[config.mk]
export PLATFORM = sky130hd
export DESIGN_NAME = saws_core
export DESIGN_NICKNAME = d
export VERILOG_FILES = /design/src/rtl/core/saws_pkg.sv /design/src/rtl/core/saws_core.sv
export VERILOG_INCLUDE_DIRS = /design/src /design/src/rtl/core
export SDC_FILE = /design/constraint.sdc
export NUM_CORES = 2
export LEC_CHECK = 0
export ABC_AREA = 1
export BUFFER_PORTS_ARGS = -buffer_cell sky130_fd_sc_hd__buf_2
export CORE_MARGIN = 8
export CORE_UTILIZATION = 45
export CTS_CLUSTER_DIAMETER = 30
export DETAILED_ROUTE_END_ITERATION = 10
export HOLD_SLACK_MARGIN = 0.02
export REMOVE_ABC_BUFFERS = 1
export SYNTH_ARGS = -nofsm -noshare
export SYNTH_HDL_FRONTEND = slang
export SYNTH_SLANG_ARGS = --single-unit
[constraint.sdc]
create_clock -name clock -period 10.1 [get_ports clock]
set_input_delay 2.02 -clock clock [delete_from_list [all_inputs] [get_ports clock]]
set_output_delay 2.02 -clock clock [all_outputs]
set_load 0.05 [all_outputs]
[src/rtl/core/summed_area_window_sum_assert.svh]
// assertion helpers for the summed-area window sum block
// each macro expects clock and reset in scope
`ifndef SUMMED_AREA_WINDOW_SUM_ASSERT_SVH
`define SUMMED_AREA_WINDOW_SUM_ASSERT_SVH

// same-cycle implication
`define SAWS_ASSERT_IMPLY(name, ante, cons, msg) \
   name: assert property (@(posedge clock) disable iff (reset) (ante) |-> (cons)) \
      else $error(msg);

// next-cycle implication
`define SAWS_ASSERT_NEXT(name, ante, cons, msg) \
   name: assert property (@(posedge clock) disable iff (reset) (ante) |=> (cons)) \
      else $error(msg);

`endif

[src/rtl/core/saws_pkg.sv]
package saws_pkg;

   localparam int MAX_COLS   = 64;
   localparam int MAX_ROWS   = 64;
   localparam int CELL_COUNT = MAX_COLS * MAX_ROWS;

   localparam int X_W       = $clog2(MAX_COLS);
   localparam int Y_W       = $clog2(MAX_ROWS);
   localparam int ADDR_W    = $clog2(CELL_COUNT);
   localparam int COLS_CW   = $clog2(MAX_COLS + 1);
   localparam int ROWS_CW   = $clog2(MAX_ROWS + 1);
   localparam int POS_W     = $clog2(CELL_COUNT + 1);
   localparam int DIV_CNT_W = $clog2(POS_W);
   localparam int CRD_W     = (X_W > Y_W) ? X_W : Y_W;
   localparam int BND_W     = ((CRD_W > 7) ? CRD_W : 7) + 2;

   localparam int CELL_W = 32;
   localparam int SUM_W  = 48;
   localparam int ACC_W  = SUM_W + 2;
   localparam int CFG_W  = 7;
   localparam int CSR_IDX_W = 1;

   localparam logic [SUM_W-1:0] SUM_MAX = '1;

   // register indexes
   localparam logic [CSR_IDX_W-1:0] CSR_COLS = 1'b0;
   localparam logic [CSR_IDX_W-1:0] CSR_ROWS = 1'b1;

   // item actions
   localparam logic [1:0] ACT_LOAD = 2'd0;
   localparam logic [1:0] ACT_RECT = 2'd1;
   localparam logic [1:0] ACT_SPAN = 2'd2;

   // result kinds
   localparam logic KIND_RECT = 1'b0;
   localparam logic KIND_SPAN = 1'b1;

   typedef struct packed {
      logic [COLS_CW-1:0] cols;
      logic [ROWS_CW-1:0] rows;
      logic               rows_wr;
   } cfg_type;

   typedef struct packed {
      logic [1:0]        action;
      logic [CELL_W-1:0] cell_value;
      logic [5:0]        center_x;
      logic [5:0]        center_y;
      logic [6:0]        radius;
      logic signed [6:0] row_offset;
      logic              first;
   } cmd_type;

   typedef struct packed {
      logic [ADDR_W-1:0] rd_addr0;
      logic [ADDR_W-1:0] rd_addr1;
      logic              wr_en;
      logic [ADDR_W-1:0] wr_addr;
      logic [SUM_W-1:0]  wr_data;
   } mem_req_type;

   typedef struct packed {
      logic [SUM_W-1:0] rd_data0;
      logic [SUM_W-1:0] rd_data1;
   } mem_rsp_type;

   typedef struct packed {
      logic             valid;
      logic [SUM_W-1:0] sum;
      logic             kind;
   } res_type;

   // entry (x, y) sits at x*MAX_ROWS + y
   function automatic logic [ADDR_W-1:0] cell_addr(logic [X_W-1:0] x, logic [Y_W-1:0] y);
      logic [ADDR_W-1:0] xa;
      xa = ADDR_W'(x);
      return ADDR_W'(xa * ADDR_W'(MAX_ROWS)) + ADDR_W'(y);
   endfunction

   function automatic logic [SUM_W-1:0] sat_sum(logic [ACC_W-1:0] v);
      return (v > ACC_W'(SUM_MAX)) ? SUM_MAX : v[SUM_W-1:0];
   endfunction

   // plus - minus, floored at zero and saturated
   function automatic logic [SUM_W-1:0] clamp_diff(logic [ACC_W-1:0] plus,
                                                   logic [ACC_W-1:0] minus);
      logic [ACC_W-1:0] d;
      logic [SUM_W-1:0] r;
      d = plus - minus;
      if (plus > minus) begin
         r = sat_sum(d);
      end else begin
         r = '0;
      end
      return r;
   endfunction

endpackage

[src/rtl/core/saws_core.sv]
`include "summed_area_window_sum_assert.svh"

module saws_core (
   input  logic                  clock,
   input  logic                  reset,
   input  logic                  cmd_valid,
   input  saws_pkg::cmd_type     cmd,
   output logic                  cmd_ready,
   input  saws_pkg::cfg_type     cfg,
   input  logic                  out_free,
   output saws_pkg::mem_req_type area_req,
   input  saws_pkg::mem_rsp_type area_rsp,
   output saws_pkg::mem_req_type row_req,
   input  saws_pkg::mem_rsp_type row_rsp,
   output saws_pkg::res_type     res
);

   localparam logic [3:0] S_IDLE    = 4'd0;
   localparam logic [3:0] S_DIV     = 4'd1;
   localparam logic [3:0] S_LD_RD   = 4'd2;
   localparam logic [3:0] S_LD_RD2  = 4'd3;
   localparam logic [3:0] S_LD_SUM  = 4'd4;
   localparam logic [3:0] S_LD_WR   = 4'd5;
   localparam logic [3:0] S_RQ_RD   = 4'd6;
   localparam logic [3:0] S_RQ_RD2  = 4'd7;
   localparam logic [3:0] S_RQ_SUM  = 4'd8;
   localparam logic [3:0] S_RQ_DIF  = 4'd9;
   localparam logic [3:0] S_SP_RD   = 4'd10;
   localparam logic [3:0] S_SP_DIF  = 4'd11;
   localparam logic [3:0] S_SP_TOT  = 4'd12;
   localparam logic [3:0] S_DONE    = 4'd13;

   localparam int X_W   = saws_pkg::X_W;
   localparam int Y_W   = saws_pkg::Y_W;
   localparam int POS_W = saws_pkg::POS_W;
   localparam int BND_W = saws_pkg::BND_W;
   localparam int ACC_W = saws_pkg::ACC_W;
   localparam int SUM_W = saws_pkg::SUM_W;
   localparam int RCW   = saws_pkg::ROWS_CW;
   localparam int DCW   = saws_pkg::DIV_CNT_W;

   // control state
   logic [3:0]       state_ff, state_in;
   logic [POS_W-1:0] pos_ff, pos_in;
   logic [X_W-1:0]   x_ff, x_in;
   logic [Y_W-1:0]   y_ff, y_in;
   logic             dirty_ff, dirty_in;
   logic [SUM_W-1:0] total_ff, total_in;

   // per-item payload
   logic [saws_pkg::CELL_W-1:0] value_ff, value_in;
   logic             first_ff, first_in;
   logic [X_W-1:0]   xl_ff, xl_in, xu_ff, xu_in;
   logic [Y_W-1:0]   yl_ff, yl_in, yu_ff, yu_in, row_ff, row_in;
   logic             xl_nz_ff, xl_nz_in, yl_nz_ff, yl_nz_in;
   logic             empty_ff, empty_in;
   logic [ACC_W-1:0] plus_ff, plus_in, minus_ff, minus_in;
   logic [SUM_W-1:0] hold_ff, hold_in, rowsum_ff, rowsum_in;
   logic [SUM_W-1:0] res_sum_ff, res_sum_in;
   logic             res_kind_ff, res_kind_in;

   // position divider
   logic [POS_W-1:0] dvd_ff, dvd_in, quo_ff, quo_in, quo_step;
   logic [RCW-1:0]   rem_ff, rem_in, rem_step;
   logic [RCW:0]     rem_ext, rows_ext;
   logic [DCW-1:0]   cnt_ff, cnt_in;
   logic             q_bit;

   // window bounds of the incoming item
   logic signed [BND_W-1:0] lo_x, hi_x, lo_y, hi_y, row_s;
   logic signed [BND_W-1:0] xl_c, xu_c, yl_c, yu_c, cols_m1, rows_m1;
   logic             empty_x, empty_y, row_ok;
   logic [POS_W-1:0] limit, pos_start;
   logic             grid_full;
   logic [Y_W:0]     y_inc;

   logic             x_nz, y_nz;
   logic [X_W-1:0]   x_m1, xl_m1;
   logic [Y_W-1:0]   y_m1, yl_m1;
   logic [SUM_W-1:0] tot;

   assign cmd_ready = (state_ff == S_IDLE);

   assign x_nz  = (x_ff != '0);
   assign y_nz  = (y_ff != '0);
   assign x_m1  = x_ff - X_W'(1);
   assign y_m1  = y_ff - Y_W'(1);
   assign xl_m1 = xl_ff - X_W'(1);
   assign yl_m1 = yl_ff - Y_W'(1);

   always_comb begin
      cols_m1 = BND_W'(cfg.cols) - BND_W'(1);
      rows_m1 = BND_W'(cfg.rows) - BND_W'(1);
      lo_x = BND_W'(cmd.center_x) - BND_W'(cmd.radius);
      hi_x = BND_W'(cmd.center_x) + BND_W'(cmd.radius);
      lo_y = BND_W'(cmd.center_y) - BND_W'(cmd.radius);
      hi_y = BND_W'(cmd.center_y) + BND_W'(cmd.radius);
      row_s = BND_W'(cmd.center_y) + {{(BND_W-7){cmd.row_offset[6]}}, cmd.row_offset};
      xl_c = lo_x[BND_W-1] ? '0 : lo_x;
      yl_c = lo_y[BND_W-1] ? '0 : lo_y;
      xu_c = (hi_x > cols_m1) ? cols_m1 : hi_x;
      yu_c = (hi_y > rows_m1) ? rows_m1 : hi_y;
      empty_x = (xl_c > xu_c);
      empty_y = (yl_c > yu_c);
      row_ok  = !row_s[BND_W-1] && (row_s <= rows_m1);
      limit = POS_W'(cfg.cols) * POS_W'(cfg.rows);
      pos_start = cmd.first ? '0 : pos_ff;
      grid_full = (pos_start >= limit);
      y_inc = {1'b0, y_ff} + (Y_W+1)'(1);
   end

   // one restoring step of position / rows
   always_comb begin
      rows_ext = {1'b0, cfg.rows};
      rem_ext  = {rem_ff, dvd_ff[POS_W-1]};
      q_bit    = (rem_ext >= rows_ext);
      if (q_bit) begin
         rem_step = RCW'(rem_ext - rows_ext);
      end else begin
         rem_step = rem_ext[RCW-1:0];
      end
      quo_step = {quo_ff[POS_W-2:0], q_bit};
   end

   assign tot = saws_pkg::sat_sum(ACC_W'(first_ff ? '0 : total_ff) + plus_ff);

   always_comb begin
      state_in = state_ff;
      pos_in   = pos_ff;
      x_in     = x_ff;
      y_in     = y_ff;
      dirty_in = dirty_ff;
      total_in = total_ff;
      value_in = value_ff;
      first_in = first_ff;
      xl_in    = xl_ff;
      xu_in    = xu_ff;
      yl_in    = yl_ff;
      yu_in    = yu_ff;
      row_in   = row_ff;
      xl_nz_in = xl_nz_ff;
      yl_nz_in = yl_nz_ff;
      empty_in = empty_ff;
      plus_in  = plus_ff;
      minus_in = minus_ff;
      hold_in  = hold_ff;
      rowsum_in = rowsum_ff;
      res_sum_in  = res_sum_ff;
      res_kind_in = res_kind_ff;
      dvd_in   = dvd_ff;
      quo_in   = quo_ff;
      rem_in   = rem_ff;
      cnt_in   = cnt_ff;
      res.valid = 1'b0;
      res.sum   = res_sum_ff;
      res.kind  = res_kind_ff;

      case (state_ff)
         S_IDLE: begin
            if (cmd_valid) begin
               value_in = cmd.cell_value;
               first_in = cmd.first;
               xl_in    = xl_c[X_W-1:0];
               xu_in    = xu_c[X_W-1:0];
               yl_in    = yl_c[Y_W-1:0];
               yu_in    = yu_c[Y_W-1:0];
               row_in   = row_s[Y_W-1:0];
               xl_nz_in = (xl_c != '0);
               yl_nz_in = (yl_c != '0);
               case (cmd.action)
                  saws_pkg::ACT_LOAD: begin
                     if (cmd.first) begin
                        pos_in   = '0;
                        x_in     = '0;
                        y_in     = '0;
                        dirty_in = 1'b0;
                     end
                     if (!grid_full) begin
                        if (!cmd.first && dirty_ff) begin
                           dvd_in   = pos_ff;
                           quo_in   = '0;
                           rem_in   = '0;
                           cnt_in   = DCW'(POS_W - 1);
                           state_in = S_DIV;
                        end else begin
                           state_in = S_LD_RD;
                        end
                     end
                  end
                  saws_pkg::ACT_RECT: begin
                     empty_in = empty_x || empty_y;
                     state_in = S_RQ_RD;
                  end
                  saws_pkg::ACT_SPAN: begin
                     empty_in = empty_x || !row_ok;
                     state_in = S_SP_RD;
                  end
                  default: begin
                     state_in = S_IDLE;
                  end
               endcase
            end
         end
         S_DIV: begin
            dvd_in = dvd_ff << 1;
            quo_in = quo_step;
            rem_in = rem_step;
            cnt_in = cnt_ff - DCW'(1);
            if (cnt_ff == '0) begin
               x_in     = quo_step[X_W-1:0];
               y_in     = rem_step[Y_W-1:0];
               dirty_in = 1'b0;
               state_in = S_LD_RD;
            end
         end
         S_LD_RD: begin
            state_in = S_LD_RD2;
         end
         S_LD_RD2: begin
            plus_in   = ACC_W'(value_ff) + (x_nz ? ACC_W'(area_rsp.rd_data0) : '0);
            hold_in   = y_nz ? area_rsp.rd_data1 : '0;
            rowsum_in = saws_pkg::sat_sum(ACC_W'(value_ff)
                                          + (x_nz ? ACC_W'(row_rsp.rd_data0) : '0));
            state_in  = S_LD_SUM;
         end
         S_LD_SUM: begin
            plus_in  = plus_ff + ACC_W'(hold_ff);
            minus_in = (x_nz && y_nz) ? ACC_W'(area_rsp.rd_data0) : '0;
            state_in = S_LD_WR;
         end
         S_LD_WR: begin
            pos_in = pos_ff + POS_W'(1);
            if (32'(y_inc) == 32'(cfg.rows)) begin
               y_in = '0;
               x_in = x_ff + X_W'(1);
            end else begin
               y_in = y_inc[Y_W-1:0];
            end
            state_in = S_IDLE;
         end
         S_RQ_RD: begin
            state_in = S_RQ_RD2;
         end
         S_RQ_RD2: begin
            plus_in  = ACC_W'(area_rsp.rd_data0);
            minus_in = xl_nz_ff ? ACC_W'(area_rsp.rd_data1) : '0;
            state_in = S_RQ_SUM;
         end
         S_RQ_SUM: begin
            plus_in  = plus_ff + ((xl_nz_ff && yl_nz_ff) ? ACC_W'(area_rsp.rd_data1) : '0);
            minus_in = minus_ff + (yl_nz_ff ? ACC_W'(area_rsp.rd_data0) : '0);
            state_in = S_RQ_DIF;
         end
         S_RQ_DIF: begin
            res_sum_in  = empty_ff ? '0 : saws_pkg::clamp_diff(plus_ff, minus_ff);
            res_kind_in = saws_pkg::KIND_RECT;
            state_in    = S_DONE;
         end
         S_SP_RD: begin
            state_in = S_SP_DIF;
         end
         S_SP_DIF: begin
            if (empty_ff) begin
               plus_in = '0;
            end else if (xl_nz_ff) begin
               plus_in = ACC_W'(saws_pkg::clamp_diff(ACC_W'(row_rsp.rd_data0),
                                                    ACC_W'(row_rsp.rd_data1)));
            end else begin
               plus_in = ACC_W'(row_rsp.rd_data0);
            end
            state_in = S_SP_TOT;
         end
         S_SP_TOT: begin
            total_in    = tot;
            res_sum_in  = tot;
            res_kind_in = saws_pkg::KIND_SPAN;
            state_in    = S_DONE;
         end
         S_DONE: begin
            if (out_free) begin
               res.valid = 1'b1;
               state_in  = S_IDLE;
            end
         end
         default: begin
            state_in = S_IDLE;
         end
      endcase

      // a new row count makes x and y stale
      if (cfg.rows_wr) begin
         dirty_in = 1'b1;
      end
   end

   // store addressing
   always_comb begin
      area_req.rd_addr0 = saws_pkg::cell_addr(x_m1, y_ff);
      area_req.rd_addr1 = saws_pkg::cell_addr(x_ff, y_m1);
      area_req.wr_en    = 1'b0;
      area_req.wr_addr  = saws_pkg::cell_addr(x_ff, y_ff);
      area_req.wr_data  = saws_pkg::clamp_diff(plus_ff, minus_ff);
      row_req.rd_addr0  = saws_pkg::cell_addr(x_m1, y_ff);
      row_req.rd_addr1  = saws_pkg::cell_addr(xl_m1, row_ff);
      row_req.wr_en     = 1'b0;
      row_req.wr_addr   = saws_pkg::cell_addr(x_ff, y_ff);
      row_req.wr_data   = rowsum_ff;
      case (state_ff)
         S_LD_RD2: begin
            area_req.rd_addr0 = saws_pkg::cell_addr(x_m1, y_m1);
         end
         S_LD_WR: begin
            area_req.wr_en = 1'b1;
            row_req.wr_en  = 1'b1;
         end
         S_RQ_RD: begin
            area_req.rd_addr0 = saws_pkg::cell_addr(xu_ff, yu_ff);
            area_req.rd_addr1 = saws_pkg::cell_addr(xl_m1, yu_ff);
         end
         S_RQ_RD2: begin
            area_req.rd_addr0 = saws_pkg::cell_addr(xu_ff, yl_m1);
            area_req.rd_addr1 = saws_pkg::cell_addr(xl_m1, yl_m1);
         end
         S_SP_RD: begin
            row_req.rd_addr0 = saws_pkg::cell_addr(xu_ff, row_ff);
         end
         default: begin
            area_req.wr_en = 1'b0;
         end
      endcase
   end

   always_ff @(posedge clock) begin
      if (reset) begin
         state_ff <= S_IDLE;
         pos_ff   <= '0;
         x_ff     <= '0;
         y_ff     <= '0;
         dirty_ff <= 1'b0;
         total_ff <= '0;
      end else begin
         state_ff <= state_in;
         pos_ff   <= pos_in;
         x_ff     <= x_in;
         y_ff     <= y_in;
         dirty_ff <= dirty_in;
         total_ff <= total_in;
      end
   end

   always_ff @(posedge clock) begin
      value_ff    <= value_in;
      first_ff    <= first_in;
      xl_ff       <= xl_in;
      xu_ff       <= xu_in;
      yl_ff       <= yl_in;
      yu_ff       <= yu_in;
      row_ff      <= row_in;
      xl_nz_ff    <= xl_nz_in;
      yl_nz_ff    <= yl_nz_in;
      empty_ff    <= empty_in;
      plus_ff     <= plus_in;
      minus_ff    <= minus_in;
      hold_ff     <= hold_in;
      rowsum_ff   <= rowsum_in;
      res_sum_ff  <= res_sum_in;
      res_kind_ff <= res_kind_in;
      dvd_ff      <= dvd_in;
      quo_ff      <= quo_in;
      rem_ff      <= rem_in;
      cnt_ff      <= cnt_in;
   end

   `SAWS_ASSERT_IMPLY(a_store_write_step, area_req.wr_en || row_req.wr_en, state_ff == S_LD_WR, "store written outside the write step")
   `SAWS_ASSERT_IMPLY(a_result_has_room, res.valid, out_free, "result issued while output register full")
   `SAWS_ASSERT_IMPLY(a_accept_when_idle, cmd_valid, state_ff == S_IDLE, "item accepted while busy")
   `SAWS_ASSERT_NEXT(a_load_advances, state_ff == S_LD_WR, pos_ff == POS_W'($past(pos_ff) + 1'b1), "load position did not advance by one")

endmodule

Word level (Yosys, flattened, before mapping)
Cells that the tools add are included.

Flip-flop bits (word level): 418. Input bits: 272. Output and inout bits: 221. Word-level logic and storage cells: 213.

$add $sub $neg: 34. $mul: 1. $lt $le $gt $ge: 13. Eq/ne operators: 29. Mux-type cells: 77. Reduce and logical (&&, ||, !) cells: 33.

Operators by type and width (number): $mux W48 (15); $pmux W50 S5 (1); $add A50 B48 Y50 (3); $gt A50 B48 Y1 const B (3); $pmux W50 S3 (1); $add A12 B6 Y12 (10); $add A32 B48 Y49 (2); $pmux W48 S2 (1); $mux W13 (7); $pmux W13 S2 (2); $add A48 B50 Y50 (1); $gt A50 B50 Y1 (1); $sub A50 B50 Y50 (1); $gt A49 B48 Y1 const B (1); $sub A48 B48 Y49 (1); $gt A48 B48 Y1 (1); $pmux W4 S12 (1); $mux W6 (7); $pmux W12 S3 (1); $pmux W6 S3 (2); $mux W7 (5); $mux W4 (8); $eq A4 B4 Y1 const B (6); $pmux W12 S2 (1); 54 further kinds (105).

Longest topological paths before layout
Depth after elaboration: 7. Depth in mapped cells: 29. Gate-level depth less buffers: 28.

Least setup slack after synthesis
No wires, ideal clock.

Path kind: register to output. From: register state_ff[0]. To: output port area_req[76] (netlist bit). Arrival: 6.399 ns. Required time: 8.080 ns. Path slack: 1.681 ns. Cell stages (with the launch flop): 5. Path through: dfxtp_1 > nand2_1 > nor2_1 > inv_1 > o221ai_1.

RTL lines: start, declared (line saws_core.sv:43) `logic [3:0] state_ff, state_in;`; start signal, assigned (line saws_core.sv:342) `state_ff <= state_in;`; end, declared (line saws_core.sv:11) `output saws_pkg::mem_req_type area_req,`.

==> metrics <==
Area Overhead vs Synth=15.2%; DRT Pass-1 Iters=9; GPL Wtd Cong=1.14; Yosys top cell area share=20.3%; filler cell count=12,100; cell count after synthesis=8,601; Critical Path Most Common Cell=nand2_1; CP max stage delay=0.68 ns; Initial Util=45.4%; share of cells above drive strength 1=9.32%; Post-CTS Setup Bufs=0; total die area=127,000 um2; Post-DRT Antenna Nets=0; final core utilization=52.3%; crit path DAT=5.16 ns; Post-Syn Area=52,000 um2; Vias=60,000; register area=11,800 um2; commonest non-fill, non-tap cells in the layout=2,811 x nand2_1, 1,533 x inv_1, 804 x nor2_1; Post-synth EDFFs=340; # port buffers=492; DP Wirelength=212,000 um; # resized after CTS=0; Final setup viols=0; Total GRT Usage=38.4%; CP startpoint kind=flip-flop; MaxCap Viol Count=0; CTS sink count=418; setup ws final=2.92 ns; vias in the first global route=56,700; Sum Neg Setup Slack=0 ns; YS warnings=0; fin. max-slew vios=0; Hold Fails Final Rpt=0; leakage power=31.8 nW; RSZ-0062 raised after global routing=false; largest net degree at the start of global routing=73; CTS buffer count=119; via/cell ratio=5.62; std cell rows=124; ratio of final minimum period to clock period=71.1%; CTS tree=yes; Yosys reg bits=418; Clock transition at path regs=0.05 ns; PnR Total Power=22.2 mW; Total Wirelength=254,000 um; Fmax=0.139 GHz; first-pass GRT wire length=365,000 um; most common cell after layout, fill and taps aside=nand2_1; leading area contributor after synthesis=nand2_1; core box area=115,000 um2; Congestion Overflow GR=0; Multi-input gate area=33,400 um2; Initial DRC Count=6,906; Synth cell types=64; Layout Nets=9,803; hold-fix buffer count after cts=0; CTS HTree Levels=3; Post-synth ARST share=0%; initial antenna violation count=24; CTS root buf=clkbuf_16; Mean Syn Cell Area=6.04 um2; Worst VDD drop=505 uV; Boundary Pins=493; Die Width=356 um; top post-synthesis cells by area=nand2_1 20%, edfxtp_1 20%, inv_1 11%; Slew @ Worst Pin=1.08 ns; Place WS=2.58 ns; buffer depth of the longest clock path=3; worst path cell trace=inv_1 -> fa_1 -> inv_1 -> nand2_1 -> nand3_2 -> nand3_1 -> nand2_1 -> nand2_1 -> nand3_1 -> a21oi_2 -> nor2_8 -> buf_4 -> inv_2 -> a21oi_1 -> buf_2; Slowest-stage cell, CP=edfxtp_1; outcome=complete, no violations; dominant synthesized flop cell=edfxtp_1; Setup CP Type=reg -> out; Power Dens Cells=370 nW/um2; DR WL/cell=23.8 um; HP Class=reg -> reg; Worst setup EP type=output pin; Clock Latency Late Sink=0.77 ns; DRC errors left=0; CP required=8.08 ns; sequential area share after synthesis=22.6%; Clock Skews=0.0448 ns; Rel. slew slack=28.1%; min Tclk post-route=7.18 ns; die height=356 um; crit path max fanout=42
## cells in the mapped netlist (10+ instances only)
library cell	instances
nand3b_1	35
o221ai_1	12
nand4_1	153
inv_2	34
nor4_1	20
nor2_1	815
nor2_2	14
nor3_1	89
a31oi_1	25
o21ai_1	10
o21bai_1	55
xor2_1	75
nand2_1	2813
a21oi_1	596
or2_2	17
buf_4	31
and2_1	13
nand2_2	14
a21oi_2	14
clkbuf_1	114
a22oi_1	14
inv_1	1533
fa_1	36
a21o_1	21
xnor2_1	110
a21boi_0	12
buf_2	32
a211oi_1	11
o211ai_1	36
o21a_1	14
ha_1	445
dfxtp_1	78
o21ai_0	353
nand3_1	536
edfxtp_1	340
buf_6	17
## path summary, 6_finish.rpt
| kind | startpoint | to | slack (ns) | depth (start not counted) |
|---|---|---|---|---|
| max reg2reg | state_ff[2] | plus_ff[30] | 4.20 | 24 |
| max | plus_ff[1] | area_req[35] | 2.92 | 15 |
| min | total_ff[32] | total_ff[32] | 0.46 | 2 |
| min reg2reg | total_ff[32] | total_ff[32] | 0.46 | 2 |
## per-stage QoR
stage	hold slack (ns)	instance area, um2	std cells
final	0.464	59900	10700
after global routing	0.475	59900	10700
after CTS	0.462	59900	10700
after detailed placement	0.456	55700	10400
after global placement	0.451	55700	10400
after floorplan	0.439	50900	8399
## report_power, final
group	internal, mW	switching (mW)
Clock	2.70	1.25
Sequential	2.68	0.711
Combinational	3.80	11.0
## critical path, delay by kind of cell, from the launching register on
kind / cells / cell delay, ns
flip-flops: 1 / 0.68
buffers and inverters: 5 / 1.55
AO/OA/AOI/OAI: 2 / 0.32
adder cells (fa/ha/maj): 1 / 0.58
AND/OR/NAND/NOR: 7 / 1.24
## cell families (layout without fill, tap and decap cells)
logic type	count (synthesis)	in the layout	synth area share, %
AO/OA/AOI/OAI	1196	1196	12.7
XOR/XNOR	185	185	3.12
adder cells (fa/ha/maj)	481	481	12.1
buffers and inverters	1772	2326	13.3
flip-flops	418	418	22.6
other	0	12	0
AND/OR/NAND/NOR	4549	4549	36.1
## area by class of cell
cell class                 instances  share of cell area [%]
antenna                           12                  0.0501
clock buffer                     145                    5.25
clock inverter                    81                    1.74
inverter                        1570                    9.84
multi-input combinational       6411                    55.7
sequential                       418                    19.7
tap                             1512                    3.16
timing repair buffer             530                    4.59
## registers in the layout (all words and copies together) (netlist names), 7 cells and up
register    flops
rem_ff          7
pos_ff         13
rowsum_ff      48
total_ff       48
minus_ff       50
dvd_ff         13
value_ff       32
res_sum_ff     48
hold_ff        48
plus_ff        50
## routing by layer
layer  GRT usage [%]  vias up  part of all wire, %
met1            49.1    27700                   40
met4            21.2       28                  6.5
li1                -    28400                    -
met2            58.2     3178                   42
met5               0        -                0.076
met3            10.9      671                   11
Power figures use the tool's default switching activity.
